--- config.mk ---
export PLATFORM = sky130hd
export DESIGN_NAME = csma_ca_backoff_controller_unit
export DESIGN_NICKNAME = d
export VERILOG_FILES = /design/src/rtl/core/cbc_pkg.sv /design/src/rtl/core/cbc_step.sv /design/src/rtl/core/csma_ca_backoff_controller_unit.sv
export VERILOG_INCLUDE_DIRS = /design/src /design/src/rtl/core
export SDC_FILE = /design/constraint.sdc
export NUM_CORES = 1
export LEC_CHECK = 0
export ABC_AREA = 1
export BUFFER_PORTS_ARGS = -buffer_cell sky130_fd_sc_hd__buf_2
export CAP_MARGIN = 20
export CORE_UTILIZATION = 45
export CTS_CLUSTER_DIAMETER = 60
export DETAILED_ROUTE_END_ITERATION = 12
export GPL_ROUTABILITY_DRIVEN = 0
export GPL_TIMING_DRIVEN = 1
export MAX_ROUTING_LAYER = met4
export PLACE_DENSITY_LB_ADDON = 0.12
export SYNTH_ARGS = -nofsm -noshare
export SYNTH_HDL_FRONTEND = slang
export SYNTH_HIERARCHICAL = 1
export SYNTH_SLANG_ARGS = --single-unit
--- constraint.sdc ---
create_clock -name clk -period 10.08 [get_ports clk]
set_input_delay 1.512 -clock clk [delete_from_list [all_inputs] [get_ports clk]]
set_output_delay 1.512 -clock clk [all_outputs]
set_load 0.02 [all_outputs]
--- src/rtl/core/assert_macros.svh ---
// shared assertion macros for the backoff controller rtl
`ifndef ASSERT_MACROS_SVH
`define ASSERT_MACROS_SVH

// property that must hold at every edge outside reset
`define CBC_ASSERT_ALWAYS(label, clk, rst, prop) \
  label: assert property (@(posedge clk) disable iff (rst) (prop)) \
    else $error("assertion failed");

// same-cycle implication
`define CBC_ASSERT_IMPLIES(label, clk, rst, ante, cons) \
  label: assert property (@(posedge clk) disable iff (rst) (ante) |-> (cons)) \
    else $error("assertion failed");

// next-cycle implication
`define CBC_ASSERT_NEXT(label, clk, rst, ante, cons) \
  label: assert property (@(posedge clk) disable iff (rst) (ante) |=> (cons)) \
    else $error("assertion failed");

`endif

--- src/rtl/core/cbc_pkg.sv ---
`default_nettype none

package cbc_pkg;

  localparam int WIN_W   = 10;
  localparam int TIMER_W = 13;
  localparam int SLOTS_OUT_W = 11;

  // register indexes on the config port
  localparam logic [2:0] REG_SIFS   = 3'd0;
  localparam logic [2:0] REG_SLOT   = 3'd1;
  localparam logic [2:0] REG_ACK    = 3'd2;
  localparam logic [2:0] REG_CW_MIN = 3'd3;
  localparam logic [2:0] REG_CW_MAX = 3'd4;

  // reset values of the config registers
  localparam logic [9:0]  SIFS_RESET   = 10'd16;
  localparam logic [9:0]  SLOT_RESET   = 10'd9;
  localparam logic [11:0] ACK_RESET    = 12'd44;
  localparam logic [9:0]  CW_MIN_RESET = 10'd7;
  localparam logic [9:0]  CW_MAX_RESET = 10'd255;
  localparam logic [TIMER_W-1:0] WAIT_RESET =
    TIMER_W'(SIFS_RESET) + (TIMER_W'(SLOT_RESET) << 1);

  // event codes
  localparam logic [2:0] ACT_TICK    = 3'd0;
  localparam logic [2:0] ACT_REQUEST = 3'd1;
  localparam logic [2:0] ACT_IDLE    = 3'd2;
  localparam logic [2:0] ACT_BUSY    = 3'd3;
  localparam logic [2:0] ACT_COLLIDE = 3'd4;

  // codes reported on the result
  localparam logic [1:0] PHC_IDLE   = 2'd0;
  localparam logic [1:0] PHC_COUNT  = 2'd1;
  localparam logic [1:0] PHC_FROZEN = 2'd2;
  localparam logic [1:0] PHC_DONE   = 2'd3;
  localparam logic [1:0] TXC_NONE   = 2'd0;
  localparam logic [1:0] TXC_PEND   = 2'd1;
  localparam logic [1:0] TXC_SEND   = 2'd2;

  typedef enum logic [3:0] {
    PH_IDLE   = 4'b0001,
    PH_COUNT  = 4'b0010,
    PH_FROZEN = 4'b0100,
    PH_DONE   = 4'b1000
  } phase_t;

  typedef enum logic [2:0] {
    TX_NONE = 3'b001,
    TX_PEND = 3'b010,
    TX_SEND = 3'b100
  } tx_t;

  typedef enum logic [2:0] {
    CS_IDLE  = 3'b001,
    CS_BUSY  = 3'b010,
    CS_ERROR = 3'b100
  } cs_t;

  typedef struct packed {
    logic [9:0]  sifs_ticks;
    logic [9:0]  slot_ticks;
    logic [11:0] ack_ticks;
    logic [9:0]  cw_min;
    logic [9:0]  cw_max;
  } cfg_t;

  typedef struct packed {
    phase_t             phase;
    tx_t                tx;
    cs_t                carrier;
    logic [WIN_W-1:0]   window;
    logic [TIMER_W-1:0] wait_timer;
  } core_state_t;

  function automatic logic [1:0] phase_code(input phase_t ph);
    logic [1:0] c;
    case (ph)
      PH_IDLE:   c = PHC_IDLE;
      PH_COUNT:  c = PHC_COUNT;
      PH_FROZEN: c = PHC_FROZEN;
      PH_DONE:   c = PHC_DONE;
      default:   c = PHC_IDLE;
    endcase
    return c;
  endfunction

  function automatic logic [1:0] tx_code(input tx_t t);
    logic [1:0] c;
    case (t)
      TX_NONE: c = TXC_NONE;
      TX_PEND: c = TXC_PEND;
      TX_SEND: c = TXC_SEND;
      default: c = TXC_NONE;
    endcase
    return c;
  endfunction

endpackage

`default_nettype wire

--- src/rtl/core/cbc_step.sv ---
`default_nettype none

// next-state and result logic for one event
module cbc_step #(
  parameter int SLOT_COUNT_BITS = 11,
  parameter int RANDOM_BITS = 16
) (
  input  cbc_pkg::cfg_t                cfg,
  input  cbc_pkg::core_state_t         cur,
  input  logic [SLOT_COUNT_BITS-1:0]   slot_count,
  input  logic [2:0]                   action,
  input  logic                         retry,
  input  logic [15:0]                  draw,
  output cbc_pkg::core_state_t         nxt,
  output logic [SLOT_COUNT_BITS-1:0]   slot_count_next,
  output logic                         expired,
  output logic                         rejected
);
  import cbc_pkg::*;

  localparam int DrawW = (RANDOM_BITS < 16) ? RANDOM_BITS : 16;
  localparam int ProdW = DrawW + WIN_W;
  localparam logic [SLOT_COUNT_BITS-1:0] SlotMax = {SLOT_COUNT_BITS{1'b1}};

  logic [TIMER_W-1:0] difs;
  logic [TIMER_W-1:0] eifs;
  logic [TIMER_W-1:0] timer_dec;
  logic [WIN_W:0]     grown;
  logic [WIN_W-1:0]   cw_max_eff;
  logic [WIN_W-1:0]   cw_min_eff;
  logic [WIN_W-1:0]   retry_window;
  logic [WIN_W-1:0]   draw_window;
  logic [ProdW-1:0]   prod;
  logic [ProdW:0]     drawn_plus;
  logic [SLOT_COUNT_BITS-1:0] drawn_slots;
  logic [SLOT_COUNT_BITS-1:0] slot_inc;
  logic [SLOT_COUNT_BITS-1:0] slot_dec;

  assign difs = TIMER_W'(cfg.sifs_ticks) + (TIMER_W'(cfg.slot_ticks) << 1);
  assign eifs = TIMER_W'(cfg.sifs_ticks) + TIMER_W'(cfg.slot_ticks)
              + TIMER_W'(cfg.ack_ticks);

  assign cw_max_eff = (cfg.cw_max == '0) ? WIN_W'(1) : cfg.cw_max;
  assign cw_min_eff = (cfg.cw_min == '0) ? WIN_W'(1) : cfg.cw_min;
  assign grown = {cur.window, 1'b1};
  assign retry_window = (grown < {1'b0, cw_max_eff}) ? grown[WIN_W-1:0] : cw_max_eff;

  // a retry draws against the grown window, a resume against the current one
  assign draw_window = (action == ACT_REQUEST) ? retry_window : cur.window;
  assign prod = ProdW'(draw[DrawW-1:0]) * ProdW'(draw_window);
  assign drawn_plus = (ProdW+1)'(prod >> RANDOM_BITS) + (ProdW+1)'(1);
  assign drawn_slots = (drawn_plus > (ProdW+1)'(SlotMax)) ? SlotMax
                     : drawn_plus[SLOT_COUNT_BITS-1:0];

  assign slot_inc = (slot_count == SlotMax) ? slot_count : slot_count + 1'b1;
  assign slot_dec = (slot_count == '0) ? slot_count : slot_count - 1'b1;
  assign timer_dec = (cur.wait_timer == '0) ? cur.wait_timer : cur.wait_timer - 1'b1;

  always_comb begin
    nxt = cur;
    slot_count_next = slot_count;
    expired = 1'b0;
    rejected = 1'b0;
    case (action)
      ACT_TICK: begin
        if (cur.phase == PH_COUNT) begin
          nxt.wait_timer = timer_dec;
          if (timer_dec == '0) begin
            slot_count_next = slot_dec;
            if (slot_dec == '0) begin
              if (cur.tx == TX_PEND) begin
                nxt.phase = PH_DONE;
                nxt.tx = TX_SEND;
                expired = 1'b1;
              end else begin
                nxt.phase = PH_IDLE;
              end
            end else begin
              nxt.wait_timer = TIMER_W'(cfg.slot_ticks);
            end
          end
        end
      end
      ACT_REQUEST: begin
        if (cur.tx != TX_NONE) begin
          rejected = 1'b1;
        end else if (cur.phase == PH_IDLE && cur.carrier == CS_IDLE) begin
          // medium free and nothing counting: go at once
          nxt.tx = TX_SEND;
          expired = 1'b1;
        end else if (retry) begin
          nxt.tx = TX_PEND;
          nxt.window = retry_window;
          slot_count_next = drawn_slots;
        end else begin
          nxt.tx = TX_PEND;
          nxt.window = cw_min_eff;
        end
      end
      ACT_IDLE: begin
        if (cur.carrier != CS_IDLE) begin
          nxt.carrier = CS_IDLE;
          nxt.phase = PH_COUNT;
          if (cur.tx == TX_SEND) begin
            nxt.tx = TX_NONE;
            slot_count_next = drawn_slots;
            nxt.wait_timer = difs;
          end else begin
            slot_count_next = slot_inc;
            nxt.wait_timer = (cur.carrier == CS_ERROR) ? eifs : difs;
          end
        end
      end
      ACT_BUSY, ACT_COLLIDE: begin
        nxt.carrier = (action == ACT_BUSY) ? CS_BUSY : CS_ERROR;
        if (cur.phase == PH_COUNT) begin
          nxt.wait_timer = '0;
          nxt.phase = PH_FROZEN;
        end
      end
      default: begin
      end
    endcase
  end

endmodule

`default_nettype wire

--- src/rtl/core/csma_ca_backoff_controller_unit.sv ---
`default_nettype none

// CSMA/CA backoff controller: takes one event beat per clock (tick, transmit
// request, carrier idle, carrier busy, collision) and returns exactly one result
// beat per event with the expiry flag and the carrier, backoff and transmit
// status. Sustained rate is one event per clock while out_stall is low; an
// event passes through the input register and then the result register. The
// longest path is the slot draw, a single 16 by 10 multiply from the input
// register to the state and result registers. After reset the registers hold
// their default timing (sifs 16, slot 9, ack 44, cw_min 7, cw_max 255) and a
// DIFS wait with one slot is running. Config writes take effect at once and
// are meant for idle periods only.
module csma_ca_backoff_controller_unit #(
  parameter int SLOT_COUNT_BITS = 11,
  parameter int RANDOM_BITS = 16
) (
  input  logic        clk,
  input  logic        rst,
  // config write port
  input  logic        cfg_we,
  input  logic [2:0]  cfg_index,
  input  logic [11:0] cfg_data,
  // event channel
  input  logic        in_valid,
  output logic        in_stall,
  input  logic [2:0]  action,
  input  logic        is_retransmission,
  input  logic [15:0] random_draw,
  // result channel
  output logic        out_valid,
  input  logic        out_stall,
  output logic        backoff_expired,
  output logic        carrier_is_idle,
  output logic [1:0]  backoff_phase,
  output logic [1:0]  tx_phase,
  output logic [10:0] slots_left,
  output logic [9:0]  window_now,
  output logic        request_rejected
);
  import cbc_pkg::*;

  `include "assert_macros.svh"

  localparam int SlotExtW = (SLOT_COUNT_BITS > SLOTS_OUT_W) ? SLOT_COUNT_BITS : SLOTS_OUT_W;

  cfg_t cfg;

  // input register
  logic        s1_valid;
  logic [2:0]  s1_action;
  logic        s1_retry;
  logic [15:0] s1_draw;

  // controller state
  core_state_t state;
  core_state_t state_next;
  logic [SLOT_COUNT_BITS-1:0] slot_count;
  logic [SLOT_COUNT_BITS-1:0] slot_count_next;
  logic expired;
  logic rejected;
  logic [SlotExtW-1:0] slot_ext;

  logic in_beat;
  logic advance;

  // event leaves the input register when the result register is free or draining
  assign advance  = s1_valid && (!out_valid || !out_stall);
  assign in_stall = s1_valid && !advance;
  assign in_beat  = in_valid && !in_stall;

  // config registers
  always_ff @(posedge clk) begin
    if (rst) begin
      cfg.sifs_ticks <= SIFS_RESET;
      cfg.slot_ticks <= SLOT_RESET;
      cfg.ack_ticks  <= ACK_RESET;
      cfg.cw_min     <= CW_MIN_RESET;
      cfg.cw_max     <= CW_MAX_RESET;
    end else if (cfg_we) begin
      case (cfg_index)
        REG_SIFS:   cfg.sifs_ticks <= cfg_data[9:0];
        REG_SLOT:   cfg.slot_ticks <= cfg_data[9:0];
        REG_ACK:    cfg.ack_ticks  <= cfg_data;
        REG_CW_MIN: cfg.cw_min     <= cfg_data[9:0];
        REG_CW_MAX: cfg.cw_max     <= cfg_data[9:0];
        default: begin
        end
      endcase
    end
  end

  // input register control
  always_ff @(posedge clk) begin
    if (rst) begin
      s1_valid <= 1'b0;
    end else if (in_beat) begin
      s1_valid <= 1'b1;
    end else if (advance) begin
      s1_valid <= 1'b0;
    end
  end

  always_ff @(posedge clk) begin
    if (in_beat) begin
      s1_action <= action;
      s1_retry  <= is_retransmission;
      s1_draw   <= random_draw;
    end
  end

  cbc_step #(
    .SLOT_COUNT_BITS(SLOT_COUNT_BITS),
    .RANDOM_BITS(RANDOM_BITS)
  ) u_step (
    .cfg             (cfg),
    .cur             (state),
    .slot_count      (slot_count),
    .action          (s1_action),
    .retry           (s1_retry),
    .draw            (s1_draw),
    .nxt             (state_next),
    .slot_count_next (slot_count_next),
    .expired         (expired),
    .rejected        (rejected)
  );

  // state commits together with the result
  always_ff @(posedge clk) begin
    if (rst) begin
      state.phase      <= PH_COUNT;
      state.tx         <= TX_NONE;
      state.carrier    <= CS_IDLE;
      state.window     <= CW_MIN_RESET;
      state.wait_timer <= WAIT_RESET;
      slot_count       <= SLOT_COUNT_BITS'(1);
    end else if (advance) begin
      state      <= state_next;
      slot_count <= slot_count_next;
    end
  end

  // result register
  always_ff @(posedge clk) begin
    if (rst) begin
      out_valid <= 1'b0;
    end else if (advance) begin
      out_valid <= 1'b1;
    end else if (!out_stall) begin
      out_valid <= 1'b0;
    end
  end

  assign slot_ext = SlotExtW'(slot_count_next);

  always_ff @(posedge clk) begin
    if (advance) begin
      backoff_expired  <= expired;
      carrier_is_idle  <= (state_next.carrier == CS_IDLE);
      backoff_phase    <= phase_code(state_next.phase);
      tx_phase         <= tx_code(state_next.tx);
      // saturate the reported count to the output width
      slots_left       <= (slot_ext > SlotExtW'(11'h7FF)) ? 11'h7FF : slot_ext[10:0];
      window_now       <= state_next.window;
      request_rejected <= rejected;
    end
  end

  // an expiry beat always reports the transmission as started
  `CBC_ASSERT_IMPLIES(a_expired_sends, clk, rst, out_valid && backoff_expired, tx_phase == TXC_SEND)
  // counting down never runs with an empty slot count
  `CBC_ASSERT_IMPLIES(a_count_has_slots, clk, rst, state.phase == PH_COUNT, slot_count != '0)
  // the window is never zero
  `CBC_ASSERT_ALWAYS(a_window_nonzero, clk, rst, state.window != '0)
  // every event leaving the input register shows up as a result beat
  `CBC_ASSERT_NEXT(a_advance_result, clk, rst, advance, out_valid)

endmodule

`default_nettype wire

Yosys cells after proc, flatten, opt, wreduce, memory -nomap -nowiden
Cells that the tools add are included.
{"block": "totals", "reg_bits": 146, "word_cells": 143, "inputBits": 40}
{"block": "classes", "n_reduce_logical": 26, "magnitude_cmp": 3, "mux": 56, "eq_ne": 27, "addsub": 7, "mul": 1}
{"op": "11-bit two-way mux", "count": 10}
{"op": "13-bit two-way mux", "count": 8}
{"op": "10-bit two-way mux", "count": 9}
{"op": "13-bit case mux with 3 select lines", "count": 1}
{"op": "11-bit case mux with 3 select lines", "count": 1}
{"op": "27-bit by 11-bit greater-than comparator with 1-bit output, second input constant", "count": 1}
{"op": "13-bit logical NOT", "count": 2}
{"op": "16-bit by 10-bit multiplier with 26-bit output", "count": 1}
{"op": "11-bit logical NOT", "count": 2}
{"op": "7-bit two-way mux", "count": 3}
{"op": "10-bit logical NOT", "count": 2}
{"op": "3-bit by 2-bit == test with 1-bit output, second input constant", "count": 6}
{"op": "3-bit == test, second input constant", "count": 5}
{"op": "3-bit two-way mux", "count": 5}
{"op": "13-bit by 12-bit adder with 13-bit output", "count": 1}
{"op": "13-bit by 1-bit subtractor with 13-bit output, second input constant", "count": 1}
{"op": "10-bit by 11-bit adder with 12-bit output", "count": 1}
{"op": "3-bit by 1-bit == test with 1-bit output, second input constant", "count": 4}
{"op": "4-bit case mux with 3 select lines", "count": 1}
{"op": "10-bit by 1-bit adder with 11-bit output, second input constant", "count": 1}
{"op": "10-bit by 10-bit adder with 11-bit output", "count": 1}
{"op": "11-bit by 1-bit adder with 11-bit output, second input constant", "count": 1}
{"op": "11-bit == test, second input constant", "count": 1}
{"op": "11-bit greater-than comparator, second input constant", "count": 1}
{"op": "24 further kinds", "count": 51}

Logic depth before layout (Yosys ltp)
{"block": "logic_depth", "word_depth": 14, "ltp_mapped": 47, "ltp_nobuf": 45}

Cells and area by module
The synthesis kept the hierarchy.
{"mod": "cbc_step", "cells_per_inst": 1491, "area_per_inst_um2": 9397.8, "instances": 1}
{"mod": "csma_ca_backoff_controller_unit", "cells_per_inst": 568, "area_per_inst_um2": 5265.0, "instances": 1}

Worst setup path before layout
OpenSTA, ideal clock, no wires.
{"block": "synth_path", "path_kind": "reg-to-reg", "start": "register cfg[9] (netlist name)", "end": "register slots_left[4], data pin", "n_path_buf": 3, "path_stages_with_launch": 40, "setup_ns": 0.251, "t_arrival_ns": 6.849, "slack_ns": 2.980, "synth_period_minus_slack_ns": 7.100, "cell_sequence": "dfxtp_1 > inv_1 > ha_1 > nand2_1 > nor3_1 > nand3_1 > nand3_2 > clkbuf_1 > nand2_1 > o21ai_0 > o21ai_0 > inv_1 > clkbuf_1 > nand2_1 > fa_1 > inv_1 > fa_1 > fa_1 > [4 not listed] > ha_1 > a21oi_1 > o21ai_0 > a21boi_0 > inv_1 > nor2_1 > nand2_1 > nand3_1 > nand2_1 > inv_1 > ha_1 > inv_1 > nor2_1 > nand2_1 > nor2_1 > nand3b_1 > nand3b_1 > clkbuf_1"}
{"block": "synth_between", "elab_chain_cells": 14, "word_cells_on_any_way": 16}
{"item": "10-bit logical NOT", "line": "cbc_step.sv:43", "source": "assign cw_max_eff = (cfg.cw_max == '0) ? WIN_W'(1) : cfg.cw_max;"}
{"item": "10-bit two-way mux *", "line": "cbc_step.sv:43"}
{"item": "11-bit by 10-bit < comparator with 1-bit output", "line": "cbc_step.sv:46", "source": "assign retry_window = (grown < {1'b0, cw_max_eff}) ? grown[WIN_W-1:0] : cw_max_eff;"}
{"item": "10-bit two-way mux *", "line": "cbc_step.sv:46"}
{"item": "10-bit two-way mux *", "line": "cbc_step.sv:49", "source": "assign draw_window = (action == ACT_REQUEST) ? retry_window : cur.window;"}
{"item": "16-bit by 10-bit multiplier with 26-bit output *", "line": "cbc_step.sv:50", "source": "assign prod = ProdW'(draw[DrawW-1:0]) * ProdW'(draw_window);"}
{"item": "10-bit by 1-bit adder with 11-bit output *", "line": "cbc_step.sv:51", "source": "assign drawn_plus = (ProdW+1)'(prod >> RANDOM_BITS) + (ProdW+1)'(1);"}
{"item": "27-bit by 11-bit greater-than comparator with 1-bit output", "line": "cbc_step.sv:52", "source": "assign drawn_slots = (drawn_plus > (ProdW+1)'(SlotMax)) ? SlotMax"}
{"item": "11-bit two-way mux *", "line": "cbc_step.sv:52"}
{"item": "11-bit two-way mux", "line": "cbc_step.sv:91", "source": "end else if (retry) begin"}
{"item": "11-bit two-way mux", "line": "cbc_step.sv:87", "source": "end else if (cur.phase == PH_IDLE && cur.carrier == CS_IDLE) begin"}
{"item": "11-bit two-way mux", "line": "cbc_step.sv:85", "source": "if (cur.tx != TX_NONE) begin"}
{"item": "11-bit case mux with 3 select lines *", "line": "cbc_step.sv:64", "source": "case (action)"}
{"item": "named net slot_count_next[4]", "line": "csma_ca_backoff_controller_unit.sv:58", "source": "logic [SLOT_COUNT_BITS-1:0] slot_count_next;"}
{"item": "11-bit greater-than comparator", "line": "csma_ca_backoff_controller_unit.sv:162", "source": "slots_left <= (slot_ext > SlotExtW'(11'h7FF)) ? 11'h7FF : slot_ext[10:0];"}
{"item": "end signal, assigned", "line": "csma_ca_backoff_controller_unit.sv:162"}
{"item": "end, declared", "line": "csma_ca_backoff_controller_unit.sv:36", "source": "output logic [10:0] slots_left,"}
Mark *: on every way through the listed nets, which the timed path passes. The rest lies on a longest branch.
A chain may end at the register's enable or synchronous reset.

Worst setup path after layout
{"block": "layout_path", "start": "register s1_action[1]", "end": "register slot_count[8]"}
{"block": "layout_between", "elab_chain_cells": 10, "word_cells_on_any_way": 14}
{"item": "start, declared", "line": "csma_ca_backoff_controller_unit.sv:50", "source": "logic [2:0] s1_action;"}
{"item": "start signal, assigned", "line": "csma_ca_backoff_controller_unit.sv:105", "source": "s1_action <= action;"}
{"item": "3-bit by 1-bit == test with 1-bit output", "line": "cbc_step.sv:49, cbc_step.sv:64"}
{"item": "10-bit two-way mux", "line": "cbc_step.sv:49"}
{"item": "16-bit by 10-bit multiplier with 26-bit output", "line": "cbc_step.sv:50"}
{"item": "10-bit by 1-bit adder with 11-bit output", "line": "cbc_step.sv:51"}
{"item": "27-bit by 11-bit greater-than comparator with 1-bit output", "line": "cbc_step.sv:52"}
{"item": "11-bit two-way mux", "line": "cbc_step.sv:52"}
{"item": "11-bit two-way mux", "line": "cbc_step.sv:91"}
{"item": "11-bit two-way mux", "line": "cbc_step.sv:87"}
{"item": "11-bit two-way mux", "line": "cbc_step.sv:85"}
{"item": "11-bit case mux with 3 select lines *", "line": "cbc_step.sv:64"}
{"item": "named net slot_count_next[8]", "line": "csma_ca_backoff_controller_unit.sv:58"}
{"item": "end signal, assigned", "line": "csma_ca_backoff_controller_unit.sv:138", "source": "slot_count <= slot_count_next;"}
{"item": "end, declared", "line": "csma_ca_backoff_controller_unit.sv:57", "source": "logic [SLOT_COUNT_BITS-1:0] slot_count;"}
Marked as above.

==> results.cfg <==
[run_status]
outcome = finished clean

[pwr]
p_leak_nw = 7.96
switching_share = 0.501
power_switching_mw = 1.74
cellPowerDensity_nw_per_um2 = 218
ir_worst_vdd_v = 0.000174
comb_power_share = 0.613
p_int_mw = 1.73
clkPwrFrac = 0.190
seqPwrFrac = 0.197

[detailed_routing]
ant_nets = 0
drt-total-wl_um = 40500
viasPerCell = 5.32
wire_per_inst_um = 15.9
vias = 13500
drc = 0
dr.pass1.iters = 5
first_iter_violations = 934

[yosys]
yosysSeqAreaShare = 0.232
synth_fp_nets = 2310
synth_area_leaders = fa_1, dfxtp_1, nand2_1, edfxtp_1, inv_1
netlist_area_um2 = 14700
synth_top_area_cell = fa_1
async_flop_share = 0
synth_edf_count = 48
ys_seq_elements = 146
avgSynthCellArea_um2 = 7.12
synth-main-ff-cell = dfxtp_1
synth_top_area_frac = 0.165
synth_cell_types = 58
netlist_instances = 2059
yosys_warnings = 6

[clock_network]
clock-sinks = 146
cts_resized = 0
cts.path.max_buffers = 2
cts.reportedPaths.clkPinSlew_ns = 0.07
cts_tree = built
cts_buffers = 17
ctsHoldBuffers = 0
cts_root_buf = clkbuf_16
post_cts_buffers = 0
clock_latency_ns = 0.45
htree_levels = 4

[die]
die_h_um = 183
die_w_um = 183
start_util = 0.461
io_pins = 70
core_um2 = 31800
dieArea_um2 = 33300
rows = 65

[timing]
hold_viol = 0
rsz0062_at_grt = no
slew_viol_final = 0
fmax_mhz = 123
slew-limit-headroom = 0.349
setup_viol = 0
min_period_ns = 8.16
skew_ns = 0.0129
setup_tns_ns = 0
worstMarginPinSlew_ns = 0.974
fin_crit_sh = 0.810

[cells_and_area]
area_delta_synth_final_pct = 8.63
drive_above_1_share = 0.0831
num_antenna_cells = 0
final_cells = 2542
final_nets = 2345

[placement]
dp_cells = 2509
portBuffers = 69
dp.final_hpwl_um = 31600

[global_route]
grt_max_degree = 90
grt_pass1_wl_um = 67700
overflow = 0
grt_pass1_vias = 13500
antenna_found_initial = 0
track_usage = 0.263

[worst_setup_path]
slowest_stage = nor3_2
crit_path_frequent_cell = inv_1
cp.arrival_ns = 8.54
critPathRequiredTime_ns = 10.46
startpoint_type = flop
end_kind = flop
worstPathMaxFanout = 14
rrSetupSlack_ns = 1.92
worst-setup-path-type = flop to flop
critical_path.max_stage_delay_ns = 0.79

[flow_run]
drv_cap = 0

[worst_hold_path]
hold_class = flop to flop
## critical path: cells and delay by family (launching register included)
| family | cells | cell delay [ns] |
|---|---|---|
| buf+inv | 8 | 1.26 |
| flops | 1 | 0.43 |
| simple gates | 11 | 2.10 |
| compound gates | 6 | 1.39 |
| fa+ha+maj | 7 | 2.90 |
## power by group through the flow
stage          Clock (mW)  Sequential (mW)  Combinational, mW
3_3_place_gp            0            0.697               2.10
4_1_cts             0.673            0.684               2.12
6_report            0.662            0.684               2.13
3_5_place_dp            0            0.697               2.11
5_1_grt             0.698            0.689               2.47
2_1_floorplan           0            0.690               1.60
## cell type report
type | count | area, um^2
clock buffer | 19 | 464
clock inverter | 13 | 151
fill | 3225 | 15900
inverter | 358 | 1340
multi-input combinational | 1490 | 9590
sequential | 146 | 3400
tap | 435 | 544
timing repair buffer | 81 | 433
## cells in the final DEF, fill, tap and decap left out, types with 7 or more instances in the layout
master	synthesis	routed
a21oi_1	63	63
a31oi_1	15	15
buf_2	10	70
buf_4	3	11
clkbuf_16	0	18
dfxtp_1	98	98
edfxtp_1	48	48
fa_1	121	121
ha_1	90	90
inv_1	346	345
inv_2	10	11
nand2_1	433	433
nand3_1	134	134
nand3_2	8	8
nand4_1	28	28
nor2_1	305	305
nor2_4	8	8
nor3_1	24	24
nor4_1	9	9
o211ai_1	13	13
o21ai_0	105	105
o21ai_1	15	15
o221ai_1	11	11
or2_2	9	9
xnor2_1	7	7
xor2_1	21	21
## through the flow
stage	util	hold WS, ns	power [mW]	instance area [um^2]	worst slack, ns
floorplan	-	0.429	2.29	14700	2.98
global placement	0.481	0.453	2.79	15300	2.37
detailed placement	0.481	0.467	2.81	15300	2.09
CTS	0.501	0.485	3.48	15900	2.07
global route	0.501	0.516	3.86	15900	1.34
finish	0.501	0.480	3.48	15900	1.92
## logic make-up (layout without fill, tap and decap cells)
| kind of cell | count (synthesis) | in the layout | share of synthesized area |
|---|---|---|---|
| flip-flops | 146 | 146 | 0.232 |
| buffers and inverters | 423 | 471 | 0.114 |
| AO/OA/AOI/OAI | 264 | 264 | 0.105 |
| AND/OR/NAND/NOR | 986 | 986 | 0.289 |
| adder cells (fa/ha/maj) | 211 | 211 | 0.242 |
| XOR/XNOR | 29 | 29 | 0.0178 |
## Yosys cell counts, drive strengths merged, types with 5 or more instances
cell and count:
nand2 440, inv 356, nor2 319, nand3 142
fa 121, o21ai 121, dfxtp 98, ha 90
a21oi 66, edfxtp 48, clkbuf 37, buf 28
nand4 28, nor3 28, xor2 22, a31oi 15
o211ai 13, o221ai 11, nor4 10, or2 10
xnor2 7, o21a 6, o21bai 6, nand3b 5
## per-layer routing
metal | global-route usage | routed length, um
met1 | 0.340 | 18600
met2 | 0.423 | 18700
met3 | 0.0423 | 2390
met4 | 0.0783 | 790
met5 | - | 0
## sequential cells by signal, summed over array words and instances, names as in the netlist
register	cells
window_now	10
backoff_expired	1
backoff_phase	2
carrier_is_idle	1
slot_count	11
s1_retry	1
request_rejected	1
s1_valid	1
out_valid	1
cfg	52
slots_left	11
s1_action	3
tx_phase	2
state	33
s1_draw	16
## final timing paths
check,from,endpoint,depth (start not counted)
setup / recovery,s1_action[1],slot_count[8],32
hold / removal,state[13],state[13],2
setup reg to reg,s1_action[1],slot_count[8],32
hold reg to reg,state[13],state[13],2
(Power assumes the default switching activity.)
